<file path="config.mk">
export PLATFORM = sky130hd
export DESIGN_NAME = halton_radical_inverse
export DESIGN_NICKNAME = d
export VERILOG_FILES = /design/src/design/hri_pkg.sv /design/src/design/hri_digit_step.sv /design/src/design/hri_frac_step.sv /design/src/design/halton_radical_inverse.sv
export SDC_FILE = /design/constraint.sdc
export NUM_CORES = 2
export LEC_CHECK = 0
export ABC_AREA = 1
export BUFFER_PORTS_ARGS = -buffer_cell sky130_fd_sc_hd__buf_2
export CAP_MARGIN = 10
export CORE_MARGIN = 2
export CORE_UTILIZATION = 55
export DETAILED_ROUTE_END_ITERATION = 7
export PLACE_DENSITY_LB_ADDON = 0.12
export SLEW_MARGIN = 40
export SYNTH_ARGS = -nofsm -noshare
export SYNTH_HDL_FRONTEND = slang
export SYNTH_SLANG_ARGS = --single-unit
</file>
<file path="constraint.sdc">
create_clock -name clk -period 33.3 [get_ports clk]
set_clock_uncertainty 0.15 [all_clocks]
set_input_delay 1.665 -clock clk [delete_from_list [all_inputs] [get_ports clk]]
set_output_delay 1.665 -clock clk [all_outputs]
set_load 0.1 [all_outputs]
</file>
<file path="src/design/hri_pkg.sv">
// shared widths, codes and constants of the halton radical inverse block
package hri_pkg;

  localparam int IDX_W      = 32;
  localparam int BASE_W     = 8;
  localparam int DIV_W      = 11;
  localparam int CHUNK_W    = 8;
  localparam int CHUNKS     = IDX_W / CHUNK_W;
  localparam int REV_W      = 40;
  localparam int FRAC_W     = 24;
  localparam int FIRST_W    = 25;
  localparam int SECOND_W   = 24;
  localparam int IN_DATA_W  = 40;
  localparam int OUT_DATA_W = 56;
  localparam int OUT_PAD_W  = OUT_DATA_W - FIRST_W - SECOND_W;

  localparam int JITTER_PERIOD_DEF = 8;

  localparam logic [BASE_W-1:0] BASE_MIN = BASE_W'(2);
  localparam logic [BASE_W-1:0] BASE_X   = BASE_W'(2);
  localparam logic [BASE_W-1:0] BASE_Y   = BASE_W'(3);

  localparam logic [FRAC_W-1:0] HALF_FIX = FRAC_W'(1) << (FRAC_W - 1);

  localparam logic FUNC_RAW    = 1'b0;
  localparam logic FUNC_JITTER = 1'b1;

endpackage

</file>
<file path="src/design/hri_digit_step.sv">
// radix-256 restoring division step: one dividend byte against a narrow divisor
module hri_digit_step
  import hri_pkg::*;
(
  input  logic [DIV_W-1:0]   divisor,
  input  logic [DIV_W-1:0]   rem_in,
  input  logic [CHUNK_W-1:0] chunk,
  output logic [DIV_W-1:0]   rem_out,
  output logic [CHUNK_W-1:0] quot
);

  logic [DIV_W:0]   trial;
  logic [DIV_W:0]   dext;
  logic [DIV_W-1:0] part;

  always_comb begin
    dext = {1'b0, divisor};
    part = rem_in;
    trial = '0;
    quot = '0;
    for (int k = CHUNK_W - 1; k >= 0; k--) begin
      trial = {part, chunk[k]};
      if (trial >= dext) begin
        part    = DIV_W'(trial - dext);
        quot[k] = 1'b1;
      end else begin
        part    = trial[DIV_W-1:0];
        quot[k] = 1'b0;
      end
    end
    rem_out = part;
  end

endmodule

</file>
<file path="src/design/hri_frac_step.sv">
// one restoring step of the fraction division of the reversed digits by base^n
module hri_frac_step
  import hri_pkg::*;
(
  input  logic [REV_W-1:0] rem_in,
  input  logic [REV_W-1:0] den,
  output logic [REV_W-1:0] rem_out,
  output logic             qbit
);

  logic [REV_W:0] trial;
  logic [REV_W:0] dext;

  always_comb begin
    trial = {rem_in, 1'b0};
    dext  = {1'b0, den};
    qbit  = (trial >= dext);
    if (qbit) begin
      rem_out = REV_W'(trial - dext);
    end else begin
      rem_out = trial[REV_W-1:0];
    end
  end

endmodule

</file>
<file path="src/design/halton_radical_inverse.sv">
// Halton radical inverse: one request in, one fixed point answer out, computed by a
// small sequencer around a shared byte-wide digit divider and a fraction divider.
// For a raw request, each base digit of the index costs four passes of the
// radix-256 divider step, and the final fraction needs 24 one-bit restoring
// steps. A raw request with a base below two answers zero. A jitter request adds
// four divider passes for the period reduction and runs the digit and fraction
// loops once for base 2 and once for base 3. The block takes one request at a
// time; a finished result waits in the output register while the next request
// is taken.
module halton_radical_inverse
  import hri_pkg::*;
#(
  parameter int JITTER_PERIOD = JITTER_PERIOD_DEF
) (
  input  logic                  clk,
  input  logic                  rst,
  input  logic                  s_axis_tvalid,
  output logic                  s_axis_tready,
  input  logic [IN_DATA_W-1:0]  s_axis_tdata,   // index [31:0], base [39:32]
  input  logic [0:0]            s_axis_tuser,   // func [0]
  output logic                  m_axis_tvalid,
  input  logic                  m_axis_tready,
  output logic [OUT_DATA_W-1:0] m_axis_tdata    // first_value [24:0], second_value [48:25]
);

  localparam int SAMPLE_W = $clog2(JITTER_PERIOD + 1);
  localparam int CNT_W    = $clog2(CHUNKS);
  localparam int FC_W     = $clog2(FRAC_W);
  localparam logic [DIV_W-1:0] PERIOD_DIV = DIV_W'(JITTER_PERIOD);
  localparam logic [CNT_W-1:0] CNT_LAST   = CNT_W'(CHUNKS - 1);
  localparam logic [FC_W-1:0]  FC_LAST    = FC_W'(FRAC_W - 1);

  typedef enum logic [2:0] {S_IDLE, S_MOD, S_DIG, S_FRAC, S_DONE} state_t;

  state_t               state;
  logic                 func_q;
  logic                 pass;
  logic [BASE_W-1:0]    base_q;
  logic [IDX_W-1:0]     rem;
  logic [IDX_W-1:0]     quo;
  logic [DIV_W-1:0]     pr;
  logic [DIV_W-1:0]     dig;
  logic [CNT_W-1:0]     cnt;
  logic [FC_W-1:0]      fc;
  logic [REV_W-1:0]     rev;
  logic [REV_W-1:0]     den;
  logic [FRAC_W-1:0]    qacc;
  logic [SAMPLE_W-1:0]  sample_q;
  logic [FIRST_W-1:0]   res_first;
  logic [SECOND_W-1:0]  res_second;

  logic [DIV_W-1:0]     div_sel;
  logic [DIV_W-1:0]     pr_in;
  logic [DIV_W-1:0]     pr_out;
  logic [CHUNK_W-1:0]   q8;
  logic [IDX_W-1:0]     quo_next;
  logic [REV_W-1:0]     rev_mac;
  logic [REV_W-1:0]     den_mul;
  logic [REV_W-1:0]     frem;
  logic                 fbit;
  logic [FRAC_W-1:0]    qacc_next;
  logic [SAMPLE_W-1:0]  sample_next;
  logic [BASE_W-1:0]    in_base;

  assign s_axis_tready = (state == S_IDLE);
  assign in_base       = s_axis_tdata[IN_DATA_W-1:IDX_W];

  always_comb begin
    div_sel     = (state == S_MOD) ? PERIOD_DIV : DIV_W'(base_q);
    pr_in       = (cnt == '0) ? '0 : pr;
    quo_next    = {quo[IDX_W-CHUNK_W-1:0], q8};
    rev_mac     = REV_W'(rev * base_q) + REV_W'(dig);
    den_mul     = REV_W'(den * base_q);
    qacc_next   = {qacc[FRAC_W-2:0], fbit};
    sample_next = pr_out[SAMPLE_W-1:0] + SAMPLE_W'(1);
  end

  hri_digit_step u_digit (
    .divisor (div_sel),
    .rem_in  (pr_in),
    .chunk   (rem[IDX_W-1 -: CHUNK_W]),
    .rem_out (pr_out),
    .quot    (q8)
  );

  hri_frac_step u_frac (
    .rem_in  (rev),
    .den     (den),
    .rem_out (frem),
    .qbit    (fbit)
  );

  always_ff @(posedge clk) begin
    if (rst) begin
      state         <= S_IDLE;
      m_axis_tvalid <= 1'b0;
    end else begin
      if (m_axis_tvalid && m_axis_tready) begin
        m_axis_tvalid <= 1'b0;
      end
      unique case (state)
        S_IDLE: begin
          if (s_axis_tvalid) begin
            func_q <= s_axis_tuser[0];
            base_q <= in_base;
            rem    <= s_axis_tdata[IDX_W-1:0];
            cnt    <= '0;
            pass   <= 1'b0;
            rev    <= '0;
            den    <= REV_W'(1);
            dig    <= '0;
            if (s_axis_tuser[0] == FUNC_JITTER) begin
              state <= S_MOD;
            end else if (in_base < BASE_MIN) begin
              res_first  <= '0;
              res_second <= '0;
              state      <= S_DONE;
            end else begin
              state <= S_DIG;
            end
          end
        end
        S_MOD: begin
          cnt <= cnt + CNT_W'(1);
          pr  <= pr_out;
          rem <= rem << CHUNK_W;
          if (cnt == CNT_LAST) begin
            sample_q <= sample_next;
            rem      <= IDX_W'(sample_next);
            base_q   <= BASE_X;
            state    <= S_DIG;
          end
        end
        S_DIG: begin
          if (cnt == '0 && rem == '0) begin
            rev   <= rev_mac;
            fc    <= '0;
            state <= S_FRAC;
          end else begin
            if (cnt == '0) begin
              rev <= rev_mac;
              den <= den_mul;
            end
            cnt <= cnt + CNT_W'(1);
            pr  <= pr_out;
            quo <= quo_next;
            if (cnt == CNT_LAST) begin
              rem <= quo_next;
              dig <= pr_out;
            end else begin
              rem <= rem << CHUNK_W;
            end
          end
        end
        S_FRAC: begin
          rev  <= frem;
          qacc <= qacc_next;
          fc   <= fc + FC_W'(1);
          if (fc == FC_LAST) begin
            if (func_q == FUNC_RAW) begin
              res_first  <= {1'b0, qacc_next};
              res_second <= '0;
              state      <= S_DONE;
            end else if (!pass) begin
              res_first <= {1'b0, qacc_next} - {1'b0, HALF_FIX};
              pass      <= 1'b1;
              base_q    <= BASE_Y;
              rem       <= IDX_W'(sample_q);
              rev       <= '0;
              den       <= REV_W'(1);
              dig       <= '0;
              cnt       <= '0;
              state     <= S_DIG;
            end else begin
              res_second <= qacc_next - HALF_FIX;
              state      <= S_DONE;
            end
          end
        end
        S_DONE: begin
          if (!m_axis_tvalid || m_axis_tready) begin
            m_axis_tdata  <= {{OUT_PAD_W{1'b0}}, res_second, res_first};
            m_axis_tvalid <= 1'b1;
            state         <= S_IDLE;
          end
        end
        default: begin
          state <= S_IDLE;
        end
      endcase
    end
  end

endmodule

</file>
==> flow_summary_export.csv <==
group,metric,value,unit
status,outcome,"finished clean",
timing,fin_setup_tns,0,ns
yosys,ys_ff_latch,304,
grt,grt_max_degree,63,
layout,layout-drive-gt1-share,6.74,%
yosys,avgSynthCellArea,8.18,um2
route,ant_nets,0,
yosys,synthDominantCellAreaShare,25.2,%
place,gp_congestion,0.889,
cts,clockBufferDepth,3,
layout,nNetsFinal,5052,
worst_setup_path,crit_top_cell,"inv_1",
layout,final_common_cell,"inv_1",
timing,hold_violations,0,
timing,rsz0062_at_grt,"false",
timing,setup_viol_count_final,0,
timing,fin_crit_sh,53.9,%
route,dr.pass1.iters,5,
route,wire_per_inst,16.6,um
yosys,yosys_warnings,0,
yosys,synth_area,35700,um2
grt,grt_pass1_wl,143,mm
hold_path,hold_start,"res_first[4]",
hold_path,min_path_type,"reg -> reg",
timing,tightest_slew,0.831,ns
layout,regArea,9090,um2
timing,drv_slew,0,
cts,clock_latency,0.60,ns
yosys,yosysSeqAreaShare,25.5,%
yosys,ys_types,60,
grt,gr-total-overflow,0,
worst_setup_path,end_kind,"register",
floorplanning,core-area,64300,um2
floorplanning,rows,93,
route,routed_wl,86.7,mm
floorplanning,die_x,259,um
worst_setup_path,critPathRequiredTime,33.46,ns
timing,post-route-min-period,17.95,ns
grt,antenna_found_initial,1,
layout,multi_input_area,22000,um2
worst_setup_path,cp_slowest_cell,"nand2_1",
cts,post_cts_buffers,0,
floorplanning,initial_utilization,55.5,%
worst_setup_path,crit_type,"reg -> reg",
yosys,ys_top_cells_by_area,"edfxtp_1 (25%), fa_1 (24%), inv_1 (11%)",
place,hpwl,65.2,mm
yosys,synth_cells,4362,
worst_setup_path,cpPeakStageDelay,0.51,ns
route,vias,27400,
yosys,yosys.area.top_type,"edfxtp_1",
cts,cts_buffers,39,
cts,cts_max_level,2,
cts,clockRootBuffer,"clkbuf_16",
grt,grt_pass1_vias,27100,
floorplanning,die_h,259,um
cts,ctsHoldBuffers,0,
floorplanning,die-area,66900,um2
worst_setup_path,crit_arrival,18.10,ns
flow_run,cap_violations,0,
place,port_buffers,95,
layout,final_cell_mix,"inv_1 (1039), nand2_1 (1022), fa_1 (427)",
layout,fillers,5840,
route,viasPerCell,5.24,
layout,areaGrowthSynthToFinish,7.22,%
floorplanning,io_pins,103,
timing,max_freq,0.0557,GHz
route,drc_errors,0,
worst_setup_path,regToRegStartpoint,"state[0]",
timing,max_slew_margin,44.6,%
grt,groute.usage.overall,26.8,%
route,drtIter0Drc,1900,
cts,cts.sinks,304,
worst_setup_path,critPathLaunch,"state[0]",
cts,post_cts_resize_count,0,
cts,tritoncts,"done",
worst_setup_path,cp-start-kind,"register",
worst_setup_path,crit_fanout,17,
cts,clkTransAtPathRegs,0.06,ns
## per-layer routing
metal	global-route usage, %	vias up	wire length (um)
met2	44.7	609	41000
li1	-	13300	-
met1	36.9	13400	38800
met5	0	-	13
met3	3.42	107	4850
met4	7.27	2	2100
## sequential cells by signal, indices dropped and copies added (netlist names), 23 cells and up
name	count
m_axis_tdata	49
res_second	24
quo	24
den	40
qacc	23
rev	40
res_first	25
rem	32
## cells by family (layout without fill, tap and decap cells)
group                      Yosys count  in the layout  synth area share (%)
xor gates and xnor gates           124            124                  3.06
DFF                                304            304                  25.5
muxes                                1              1                0.0280
adders and majority gates          660            660                  32.1
AOI/OAI and AO/OA                  592            592                  9.39
buffers and inverters             1243           1253                  13.2
and+or+nand+nor                   1437           1437                  16.7
other                                1              9                0.0105
## synth_stat cells, drive strengths merged
cell type	instances
nand2	1053
a211oi	5
mux2i	1
clkbuf	156
xnor2	62
a22o	35
o2111ai	1
or2	11
buf	32
fa	427
nand3	78
a21o	1
a2111oi	4
ha	233
o31ai	5
inv	1054
a31oi	9
o311ai	1
nor3b	1
o21bai	8
o21ai	220
o22ai	31
xor2	62
clkinv	1
o21a	22
o41ai	1
o211ai	6
conb	1
a21boi	12
nand4	26
a21oi	226
nand3b	2
dfxtp	4
a22oi	3
o221ai	2
edfxtp	300
nor3	21
nor4	12
and2	2
nor2	231
## critical path, delay by kind of cell (launching register included)
family / cells / cell delay (ns)
AND/OR/NAND/NOR: 34 / 5.61
flip-flops: 1 / 0.41
buffers and inverters: 16 / 1.90
AO/OA/AOI/OAI: 28 / 5.87
adder cells (fa/ha/maj): 9 / 3.71
## worst paths after layout
path                     endpoint  slack (ns)  cells after the start
setup / recovery           rem[1]       15.35                     87
hold / removal    m_axis_tdata[4]        0.26                      0
setup reg to reg           rem[1]       15.35                     87
hold reg to reg   m_axis_tdata[4]        0.26                      0
## metrics by stage
| step | worst slack [ns] | hold slack (ns) | utilization [%] | instance area, um2 | std cells |
|---|---|---|---|---|---|
| 5_1_grt | 13.61 | 0.269 | 59.5 | 38300 | 5233 |
| 6_report | 15.35 | 0.261 | 59.5 | 38300 | 5235 |
| 3_3_place_gp | 16.01 | 0.252 | 57.2 | 36800 | 5160 |
| 4_1_cts | 15.47 | 0.263 | 59.4 | 38300 | 5233 |
| 2_1_floorplan | 17.79 | 0.250 | - | 35700 | 4368 |
| 3_5_place_dp | 15.53 | 0.255 | 57.3 | 36900 | 5161 |
## layout make-up
class / count / share of cell area (%)
clock buffers: 43 / 2.59
multi-input cells: 2821 / 57.5
diodes: 2 / 0.0131
flip-flops and latches: 304 / 23.8
well taps: 855 / 2.80
clock inverters: 29 / 1.05
repair buffers: 126 / 1.91
inverters: 1055 / 10.4
Power is left out: the tool's default activity adds up to more than one toggle a clock period on the data nets, which glitch-free logic cannot reach.
